==> config.mk <==
export PLATFORM = sky130hd
export DESIGN_NAME = vruntime_run_queue
export DESIGN_NICKNAME = d
export VERILOG_FILES = /design/src/rtl/vrq_pkg.sv /design/src/rtl/vruntime_run_queue.sv
export VERILOG_INCLUDE_DIRS = /design/src /design/src/rtl
export SDC_FILE = /design/constraint.sdc
export NUM_CORES = 2
export LEC_CHECK = 0
export BUFFER_PORTS_ARGS = -buffer_cell sky130_fd_sc_hd__buf_4
export CAP_MARGIN = 20
export CORE_MARGIN = 3
export CORE_UTILIZATION = 37
export DETAILED_ROUTE_END_ITERATION = 7
export PLACE_DENSITY = 0.49
export SKIP_CTS_REPAIR_TIMING = 1
export SLEW_MARGIN = 20
export SYNTH_ARGS = -nofsm -noshare
export SYNTH_HDL_FRONTEND = slang
export SYNTH_SLANG_ARGS = --single-unit
==> constraint.sdc <==
create_clock -name clk -period 16.6 [get_ports clk]
set_input_delay 3.32 -clock clk [delete_from_list [all_inputs] [get_ports clk]]
set_output_delay 3.32 -clock clk [all_outputs]
set_load 0.02 [all_outputs]
==> src/rtl/vruntime_run_queue_macros.svh <==
// Assertion macros shared by the run queue RTL.
`ifndef VRUNTIME_RUN_QUEUE_MACROS_SVH
`define VRUNTIME_RUN_QUEUE_MACROS_SVH

// Implication checked on every rising edge outside reset.
`define VRQ_ASSERT_IMP(lbl, ante, cons, msg) \
  lbl: assert property (@(posedge clk) disable iff (rst) (ante) |-> (cons)) \
    else $error(msg);

// Condition that must never be seen outside reset.
`define VRQ_ASSERT_NEVER(lbl, cond, msg) \
  lbl: assert property (@(posedge clk) disable iff (rst) !(cond)) \
    else $error(msg);

`endif

==> src/rtl/vrq_pkg.sv <==
`timescale 1ns / 1ps
package vrq_pkg;

  localparam logic [1:0] K_READY   = 2'd0;
  localparam logic [1:0] K_BLOCK   = 2'd1;
  localparam logic [1:0] K_SUSPEND = 2'd2;
  localparam logic [1:0] K_PICK    = 2'd3;

  typedef enum logic [2:0] {
    ST_NEW       = 3'd0,
    ST_READY     = 3'd1,
    ST_RUNNING   = 3'd2,
    ST_BLOCKED   = 3'd3,
    ST_SUSPENDED = 3'd4
  } task_state_t;

endpackage

==> src/rtl/vruntime_run_queue.sv <==
`timescale 1ns / 1ps
// Fair-share run queue kept in a slot memory sorted by wrapping virtual runtime.
// Every request beat gives exactly one result beat. A request that changes no queue
// slot goes straight to the result stage and back to idle. An insert into a non-empty
// queue or a removal walks the queue one slot per cycle through the read and write ports
// of the slot memory; an insert then writes the tail slot. Both then re-read the head to
// update the minimum, unless the queue is left empty, and the result beat may then wait
// on out_stall.
// The next request is taken once the result is in the output register.
`include "vruntime_run_queue_macros.svh"

module vruntime_run_queue
  import vrq_pkg::*;
#(
  parameter int MAX_TASKS    = 32,
  parameter int RUNTIME_BITS = 64
) (
  input  logic        clk,
  input  logic        rst,
  input  logic        in_valid,
  output logic        in_stall,
  input  logic [1:0]  kind,
  input  logic [4:0]  task_id,
  input  logic [63:0] vruntime,
  output logic        out_valid,
  input  logic        out_stall,
  output logic        picked_valid,
  output logic [4:0]  picked_task,
  output logic [63:0] picked_vruntime,
  output logic        state_changed,
  output logic [63:0] min_runtime_out,
  output logic [5:0]  queue_count
);

  localparam int IW = (MAX_TASKS > 1) ? $clog2(MAX_TASKS) : 1;
  localparam int CW = $clog2(MAX_TASKS + 1);
  localparam int RB = RUNTIME_BITS;
  localparam logic [RB-1:0] RT_HALF = {1'b0, {(RB-1){1'b1}}};

  typedef struct packed {
    logic [IW-1:0] tsk;
    logic [RB-1:0] key;
  } entry_t;

  typedef enum logic [2:0] {
    S_IDLE, S_SCAN, S_TAIL, S_HEAD_RD, S_HEAD_WT, S_FIN
  } fsm_t;

  function automatic logic lies_before(input logic [RB-1:0] a, input logic [RB-1:0] b);
    logic [RB-1:0] diff;
    diff = a - b;
    return (a != b) && (diff >= RT_HALF);
  endfunction

  fsm_t          state;
  logic [CW-1:0] cnt;
  logic [CW-1:0] idx;
  logic [RB-1:0] min_rt;
  logic [RB-1:0] key;
  logic [IW-1:0] tid;
  logic          op_ins;
  logic          is_pick;
  logic          found;
  entry_t        carry;
  logic          res_pv;
  logic [IW-1:0] res_task;
  logic [RB-1:0] res_key;
  logic          res_chg;
  task_state_t   tstate [MAX_TASKS];

  entry_t        qmem [MAX_TASKS];
  entry_t        rd_data;
  logic          mem_we;
  logic [IW-1:0] mem_wa;
  logic [IW-1:0] mem_ra;
  entry_t        mem_wd;

  logic          accept;
  logic [8:0]    tid_w;
  logic          tid_ok;
  logic [IW-1:0] ti;
  logic [RB-1:0] vr;
  logic [RB-1:0] clamped;
  task_state_t   target;
  task_state_t   cur;
  logic          last;
  logic          hit;
  logic          match;
  entry_t        new_ent;
  logic [8:0]    pt_w;

  assign in_stall = (state != S_IDLE);
  assign accept   = in_valid && !in_stall;
  assign tid_w    = 9'(task_id);
  assign tid_ok   = tid_w < 9'(MAX_TASKS);
  assign ti       = tid_w[IW-1:0];
  assign vr       = vruntime[RB-1:0];
  assign clamped  = lies_before(vr, min_rt) ? min_rt : vr;
  assign cur      = tstate[ti];
  assign last     = (idx == cnt - CW'(1));
  assign new_ent  = '{tsk: tid, key: key};
  assign hit      = !found && lies_before(key, rd_data.key);
  assign match    = is_pick ? (idx == '0) : (rd_data.tsk == tid);

  always_comb begin
    case (kind)
      K_READY: target = ST_READY;
      K_BLOCK: target = ST_BLOCKED;
      default: target = ST_SUSPENDED;
    endcase
  end

  // Memory port control: read slot idx + 1 while an insert writes slot idx or a removal writes slot idx - 1.
  always_comb begin
    mem_we = 1'b0;
    mem_wa = idx[IW-1:0];
    mem_wd = carry;
    mem_ra = '0;
    case (state)
      S_SCAN: begin
        mem_ra = IW'(idx + CW'(1));
        if (op_ins) begin
          mem_we = hit || found;
          mem_wd = hit ? new_ent : carry;
        end else begin
          mem_we = found;
          mem_wa = IW'(idx - CW'(1));
          mem_wd = rd_data;
        end
      end
      S_TAIL: begin
        mem_we = 1'b1;
        mem_wa = cnt[IW-1:0];
        mem_wd = found ? carry : new_ent;
      end
      default: begin
        mem_ra = '0;
      end
    endcase
  end

  always_ff @(posedge clk) begin
    if (mem_we) begin
      qmem[mem_wa] <= mem_wd;
    end
    rd_data <= qmem[mem_ra];
  end

  always_ff @(posedge clk) begin
    if (rst) begin
      state     <= S_IDLE;
      cnt       <= '0;
      min_rt    <= '0;
      out_valid <= 1'b0;
      found     <= 1'b0;
      for (int i = 0; i < MAX_TASKS; i++) begin
        tstate[i] <= ST_NEW;
      end
    end else begin
      // In S_FIN the output register is reloaded instead of cleared.
      if (out_valid && !out_stall && state != S_FIN) begin
        out_valid <= 1'b0;
      end
      case (state)
        S_IDLE: begin
          if (accept) begin
            res_pv   <= 1'b0;
            res_task <= '0;
            res_key  <= '0;
            res_chg  <= 1'b0;
            found    <= 1'b0;
            idx      <= '0;
            tid      <= ti;
            key      <= clamped;
            is_pick  <= (kind == K_PICK);
            op_ins   <= 1'b0;
            state    <= S_FIN;
            if (kind == K_PICK) begin
              if (cnt != '0) begin
                res_chg <= 1'b1;
                state   <= S_SCAN;
              end
            end else if (tid_ok && cur != target) begin
              if (target == ST_READY) begin
                if (cnt < CW'(MAX_TASKS)) begin
                  op_ins     <= 1'b1;
                  res_chg    <= 1'b1;
                  tstate[ti] <= ST_READY;
                  state      <= (cnt == '0) ? S_TAIL : S_SCAN;
                end
              end else begin
                res_chg    <= 1'b1;
                tstate[ti] <= target;
                if (cur == ST_READY) begin
                  state <= S_SCAN;
                end
              end
            end
          end
        end
        S_SCAN: begin
          if (op_ins) begin
            if (hit || found) begin
              found <= 1'b1;
              carry <= rd_data;
            end
            if (last) begin
              state <= S_TAIL;
            end
          end else begin
            if (match) begin
              found <= 1'b1;
            end
            if (is_pick && idx == '0) begin
              res_pv               <= 1'b1;
              res_task             <= rd_data.tsk;
              res_key              <= rd_data.key;
              tstate[rd_data.tsk]  <= ST_RUNNING;
            end
            if (last) begin
              cnt   <= cnt - CW'(1);
              state <= S_HEAD_RD;
            end
          end
          idx <= idx + CW'(1);
        end
        S_TAIL: begin
          cnt   <= cnt + CW'(1);
          state <= S_HEAD_RD;
        end
        S_HEAD_RD: begin
          state <= (cnt != '0) ? S_HEAD_WT : S_FIN;
        end
        S_HEAD_WT: begin
          min_rt <= rd_data.key;
          state  <= S_FIN;
        end
        S_FIN: begin
          // The result beat waits here until the output register is free.
          if (!out_valid || !out_stall) begin
            out_valid       <= 1'b1;
            picked_valid    <= res_pv;
            picked_task     <= pt_w[4:0];
            picked_vruntime <= 64'(res_key);
            state_changed   <= res_chg;
            min_runtime_out <= 64'(min_rt);
            queue_count     <= 6'(cnt);
            state           <= S_IDLE;
          end
        end
        default: begin
          state <= S_IDLE;
        end
      endcase
    end
  end

  assign pt_w = 9'(res_task);

  `VRQ_ASSERT_NEVER(a_cnt_bound, cnt > CW'(MAX_TASKS), "queue count beyond capacity")
  `VRQ_ASSERT_IMP(a_pick_changes, out_valid && picked_valid, state_changed, "pick without change")
  `VRQ_ASSERT_IMP(a_tail_room, state == S_TAIL, cnt < CW'(MAX_TASKS), "insert into full queue")
  `VRQ_ASSERT_IMP(a_scan_busy, state == S_SCAN, cnt != '0, "scan of an empty queue")

endmodule

==> Word level (Yosys, flattened, before mapping) <==
Memory sizes are Yosys's and may differ from the RTL's. A register that Yosys moved wholly into a read port is not among the register bits.
Index checks and enable logic that the tools add are counted.
{ "classes": {"addsub": 6, "n_lt_le_gt_ge": 4, "eq_ne": 22, "mux": 85, "bitwise_logic": 2, "n_reduce_logical": 32} }
{ "ops": {"columns": ["operator", "count"], "rows": [
  ["64-bit 2-to-1 mux", 4],
  ["69-bit 2-to-1 mux", 3],
  ["69-bit case mux with 2 select lines", 1],
  ["64-bit by 63-bit greater-or-equal comparator with 1-bit output (second input constant)", 2],
  ["64-bit inequality test", 2],
  ["64-bit case mux with 2 select lines", 1],
  ["64-bit subtractor", 2],
  ["1-bit 2-to-1 mux", 42],
  ["3-bit 2-to-1 mux", 14],
  ["5-bit 2-to-1 mux", 7],
  ["6-bit case mux with 2 select lines", 2],
  ["5-bit case mux with 2 select lines", 2],
  ["6-bit 2-to-1 mux", 3],
  ["3-bit case mux with 6 select lines", 1],
  ["3-bit AND reduction", 5],
  ["6-bit by 1-bit adder with 6-bit output (second input constant)", 2],
  ["6-bit zero test", 2],
  ["2-bit inequality test (second input constant)", 5],
  ["3-bit by 1-bit equality test with 1-bit output (second input constant)", 3],
  ["3-bit inequality test (second input constant)", 3],
  ["1-bit logical AND", 8],
  ["4-bit AND reduction", 2],
  ["3-bit by 2-bit equality test with 1-bit output (second input constant)", 2],
  ["3-bit equality test (second input constant)", 2],
  ["other kinds (23)", 31]
]} }
{ "totals": {"register_bits": 433, "ramBits": 2304, "in_bits": 75, "output_inout_bits": 143, "wordCells": 175, "n_memories": 2} }
{ "memory_table": {"columns": ["memory", "words", "word_bits", "read_ports", "rd_ports_with_merged_regs", "write_ports", "line_no", "text"], "rows": [
  ["qmem", 32, 69, 1, 1, 1, "vruntime_run_queue.sv:71", "entry_t qmem [MAX_TASKS];"],
  ["tstate", 32, 3, 1, 0, 32, "vruntime_run_queue.sv:69", "task_state_t tstate [MAX_TASKS];"]
]} }

==> Longest topological paths before layout <==
{ "depth": {"word_depth": 14, "depth_mapped": 18, "depth_no_buf": 16} }

==> Least setup slack after synthesis <==
No wires, ideal clock.
{ "synth_timing": {"path_type": "input to register", "startpoint": "input rst", "endpoint": "register min_runtime_out[0], enable pin", "setup_ns": 0.843, "arrival_time_ns": 13.751, "required_ns": 15.757, "slack_ns": 2.006, "stages": 2, "n_path_buf": 1, "cell_sequence": "clkbuf_1 nor3b_1"} }
{ "synth_between": {"elab_chain_cells": 2} }
{ "synth_rtl": {"columns": ["item", "line_no", "text"], "rows": [
  ["start, declared", "vruntime_run_queue.sv:19", "input logic rst,"],
  ["1-bit inverter (no source line)", null, null],
  ["3-bit AND reduction (no source line)", null, null],
  ["end signal, assigned", "vruntime_run_queue.sv:246", "min_runtime_out <= 64'(min_rt);"],
  ["end, declared", "vruntime_run_queue.sv:31", "output logic [63:0] min_runtime_out,"]
]} }
Every way passes these cells.
A chain may end at the register's enable or synchronous reset.

==> Worst setup path after layout <==
{ "layout_timing": {"startpoint": "register key[42]", "endpoint": "memory qmem[30][56] (netlist bit), enable pin"} }
{ "layout_between": {"elab_chain_cells": 9, "word_cells_on_any_way": 10, "cone_classes": "add/sub: 1; order compare: 1; eq/ne: 1; mux: 4; reduce/logical: 3"} }
{ "layout_rtl": {"columns": ["item", "line_no", "text"], "rows": [
  ["start, declared", "vruntime_run_queue.sv:59", "logic [RB-1:0] key;"],
  ["start signal, assigned", "vruntime_run_queue.sv:174", "key <= clamped;"],
  ["64-bit subtractor", "vruntime_run_queue.sv:51", "diff = a - b;"],
  ["64-bit by 63-bit greater-or-equal comparator with 1-bit output", "vruntime_run_queue.sv:52", "return (a != b) && (diff >= RT_HALF);"],
  ["1-bit logical AND *", "vruntime_run_queue.sv:52", null],
  ["1-bit logical AND *", "vruntime_run_queue.sv:102", "assign hit = !found && lies_before(key, rd_data.key);"],
  ["1-bit logical OR *", "vruntime_run_queue.sv:123", "mem_we = hit || found;"],
  ["1-bit 2-to-1 mux *", "vruntime_run_queue.sv:122", "if (op_ins) begin"],
  ["1-bit case mux with 2 select lines *", "vruntime_run_queue.sv:119", "case (state)"],
  ["1-bit 2-to-1 mux *", "vruntime_run_queue.sv:143", "if (mem_we) begin"],
  ["1-bit 2-to-1 mux (not written as such) *", "vruntime_run_queue.sv:144", "qmem[mem_wa] <= mem_wd;"],
  ["end, declared", "vruntime_run_queue.sv:71", null]
]} }
Every way passes the cells marked *; elsewhere a longest branch is shown, timed or not.

==> flow_metrics.tcl <==
set metrics [dict create \
    run_status "completed" \
    ys_seq_elements 2806 \
    cts_sinks 2806 \
    synth-seq-area-share_pct 68.9 \
    unrepaired_setup_endpoints_after_global_routing "false" \
    power_leakage_nw 44.5 \
    total_setup_violations_reported_at_the_end_of_the_flow 0 \
    first_iter_violations 9786 \
    cts_made_buffers 314 \
    post_drt_via_cell_ratio 6.09 \
    yosys-top-cells-area "edfxtp_1 66%, nand2_1 4.7%, o221ai_1 3.5%" \
    detailed_router_iteration_count_before_antenna_repair 8 \
    dieWidth_um 576 \
    routedWlPerCell_um 32.9 \
    dp.cells 13400 \
    power.combinational.fraction_pct 41.5 \
    buffer_depth_of_the_longest_clock_path 4 \
    share_of_yosys_cell_area_claimed_by_the_top_area_cell_type_pct 66.5 \
    synth_ff_type "edfxtp_1" \
    combinational_family_with_the_most_area_after_synthesis "compound AO/OA/AOI/OAI gates" \
    crit_fanout 35 \
    timing_worst_setup_path_type "reg2reg" \
    max_slew_vio_count 0 \
    layout_worst_path_cycle_share_pct 54.0 \
    timing_hold_violations_final 0 \
    p_int_mw 17.6 \
    fin_util_pct 42.9 \
    yosysUniqueCellTypes 81 \
    ctsRootBufferMaster "clkbuf_16" \
    clock_power_share_pct 22.8 \
    muxShareOfSynthArea_pct 2.01 \
    timing.critical_path.to_type "register" \
    synthesis.nets 9526 \
    max_capacitance_violation_count 0 \
    switchingPower_mw 12.8 \
    crit_arrival_ps 9490 \
    finalSetupTns_ps 0 \
    grt_use_total_pct 26.7 \
    clock_tree_from_tritoncts "built" \
    synthToLayoutAreaGrowth_pct 14.8 \
    synth_xor_xnor_area_share_pct 0.386 \
    place_area_um2 128000 \
    drt.antenna.violating_nets 0 \
    syn_area_per_cell_um2 12.9 \
    mappedNetlistArea_um2 120000 \
    synth_edf_count 2662 \
    timing.hold.worst.class "reg2reg" \
    layout_min_cycle_time_ps 8970 \
    postRouteWirelength_um 459000 \
    netlist_instances 9319 \
    initial_utilization_pct 37.3 \
    boundaryPins 218 \
    postSynth.asyncResetShare_pct 0 \
    startpoint_type "register" \
    synth-warning-count 0 \
    grt-ovfl-total 0 \
    htree_num_levels 5 \
    largest_net_degree_at_the_start_of_global_routing 170 \
    pwr_density_cell_nw_per_um2 221 \
    vias 85000 \
    yosys.area_share.adder_pct 1.39 \
    number_of_antenna_violations_at_the_first_check_in_global_routing 38 \
    finish.cell_count_without_fillers 14000 \
    power.sequential.fraction_pct 35.7 \
    final_clock_skew_ps 66.3 \
    drive_gt1_share_pct 12.0 \
    slew-limit-headroom_pct 21.3 \
    first_pass_grt_wire_length_um 638000 \
    vdd.ir_drop.worst_uv 252 \
    worst-slew-pin-transition_ps 1170 \
    num-nets-final 9591 \
    finalPower_mw 30.5 \
    synth-compound-area-share_pct 13.3 \
    clock_latency_ps 930 \
    critical_path_required_time_ps 17120 \
    drc_errors 0 \
    design.die.area_um2 332000 \
    chipHeight_um 576 \
    netlist.top_cell.by_area "edfxtp_1" \
    fin_area_um2 138000 \
    gp_routability_congestion 0.940 \
    portBuffers 217 \
    clk_transition_reported_paths_ps 60 \
    synth-simple-area-share_pct 11.2 \
    switching_share_pct 42.1 \
    achievable-frequency_mhz 111 \
    core-area_um2 322000 \
    core.rowCount 208 \
    grt_pass1_vias 81000 \
    hpwlAfterDp_um 273000 \
]
## through the flow
step,hold WS [ps],setup WS [ps]
after floorplan,400,2010
after global placement,402,6680
after detailed placement,405,7260
after CTS,419,7710
after global routing,423,7570
final,418,7630
## cells in the final DEF (no fill, tap or decap), types with 41 or more instances in the layout
master | netlist | layout
a31o_2 | 63 | 63
nor3_1 | 172 | 138
buf_4 | 0 | 417
ha_1 | 130 | 130
mux2_1 | 60 | 60
a21o_1 | 64 | 64
o221ai_1 | 476 | 476
a211oi_4 | 0 | 47
nand4_1 | 88 | 88
a211oi_1 | 148 | 83
o22ai_1 | 206 | 206
clkbuf_16 | 0 | 317
and3_1 | 175 | 173
edfxtp_1 | 2662 | 2662
nand3_1 | 446 | 445
clkinv_1 | 0 | 56
nor2_1 | 405 | 402
dfxtp_1 | 144 | 143
nand2_1 | 1513 | 1508
mux2i_1 | 88 | 88
inv_1 | 169 | 166
o21ai_0 | 427 | 418
clkbuf_1 | 631 | 71
a311o_1 | 86 | 86
a21oi_1 | 259 | 255
o21bai_1 | 46 | 46
clkinv_2 | 0 | 53
o211ai_1 | 41 | 41
a311oi_1 | 194 | 194
a31oi_1 | 47 | 47
## worst paths after layout
path          startpoint                  end  slack, ps  cells after the start
max              key[42]         qmem[30][56]       7630                     16
min          res_key[62]  picked_vruntime[62]        420                      0
max reg2reg      key[42]         qmem[30][56]       7630                     16
min reg2reg  res_key[62]  picked_vruntime[62]        420                      0
## cell families after synthesis
kind of cell,Yosys count
AO/OA/AOI/OAI,2236
buffers and inverters,876
adder cells (fa/ha/maj),132
XOR/XNOR,53
AND/OR/NAND/NOR,3024
flip-flops,2806
multiplexers,192
## worst max-delay path, cell delays in order (launching register included)
cell      delay [ps]
edfxtp_1         560
ha_1             640
a21oi_1          450
o21ai_0          450
a22oi_1          490
nand4_1          140
or4_1            520
or4_1            560
nor4_1           540
nand4_1          200
nor4_2           630
buf_4            260
o21ai_0          100
and3_2           600
nor3_2           820
buf_4            790
buf_4            710
## Yosys cell counts, types with 86 or more instances
cell	instances
a311o_1	86
a211oi_1	148
a21oi_1	259
o21ai_0	427
edfxtp_1	2662
nor2_1	405
o22ai_1	206
nand3_1	446
o221ai_1	476
a311oi_1	194
nor3_1	172
dfxtp_1	144
ha_1	130
mux2i_1	88
and3_1	175
nand2_1	1513
clkbuf_1	631
inv_1	169
nand4_1	88
## power groups by stage
stage          clock network (mW)  registers [mW]  logic (mW)
2_1_floorplan                   0            10.9        6.75
3_3_place_gp                    0            11.0        12.3
3_5_place_dp                    0            11.0        12.4
4_1_cts                      7.09            10.9        12.5
5_1_grt                      7.37            10.9        13.4
6_report                     6.95            10.9        12.6
## layer usage
metal	up-vias	routed length (um)	global-route usage [%]
li1	36400	-	-
met1	44300	203000	38.9
met2	3620	209000	41.8
met3	625	32900	3.62
met4	10	13300	7.56
met5	-	59	0
## state kept, by name (all words and copies together), names as in the netlist, 3 cells and up
name             flops
res_key             64
picked_task          5
min_rt              64
carry               69
min_runtime_out     64
tid                  5
state                3
tstate              96
idx                  6
rd_data             69
picked_vruntime     64
queue_count          6
key                 64
cnt                  6
qmem              2208
res_task             5
## cell type report
type | count | area [um2]
Clock buffer | 395 | 8300
Timing Repair Buffer | 454 | 3820
Inverter | 171 | 673
Tap cell | 4305 | 5390
Clock inverter | 179 | 1930
Fill cell | 29600 | 184000
Sequential cell | 2806 | 82800
Multi-Input combinational cell | 5637 | 35100
Antenna cell | 13 | 32.5
Note: power is estimated with default switching activity, not from simulation.
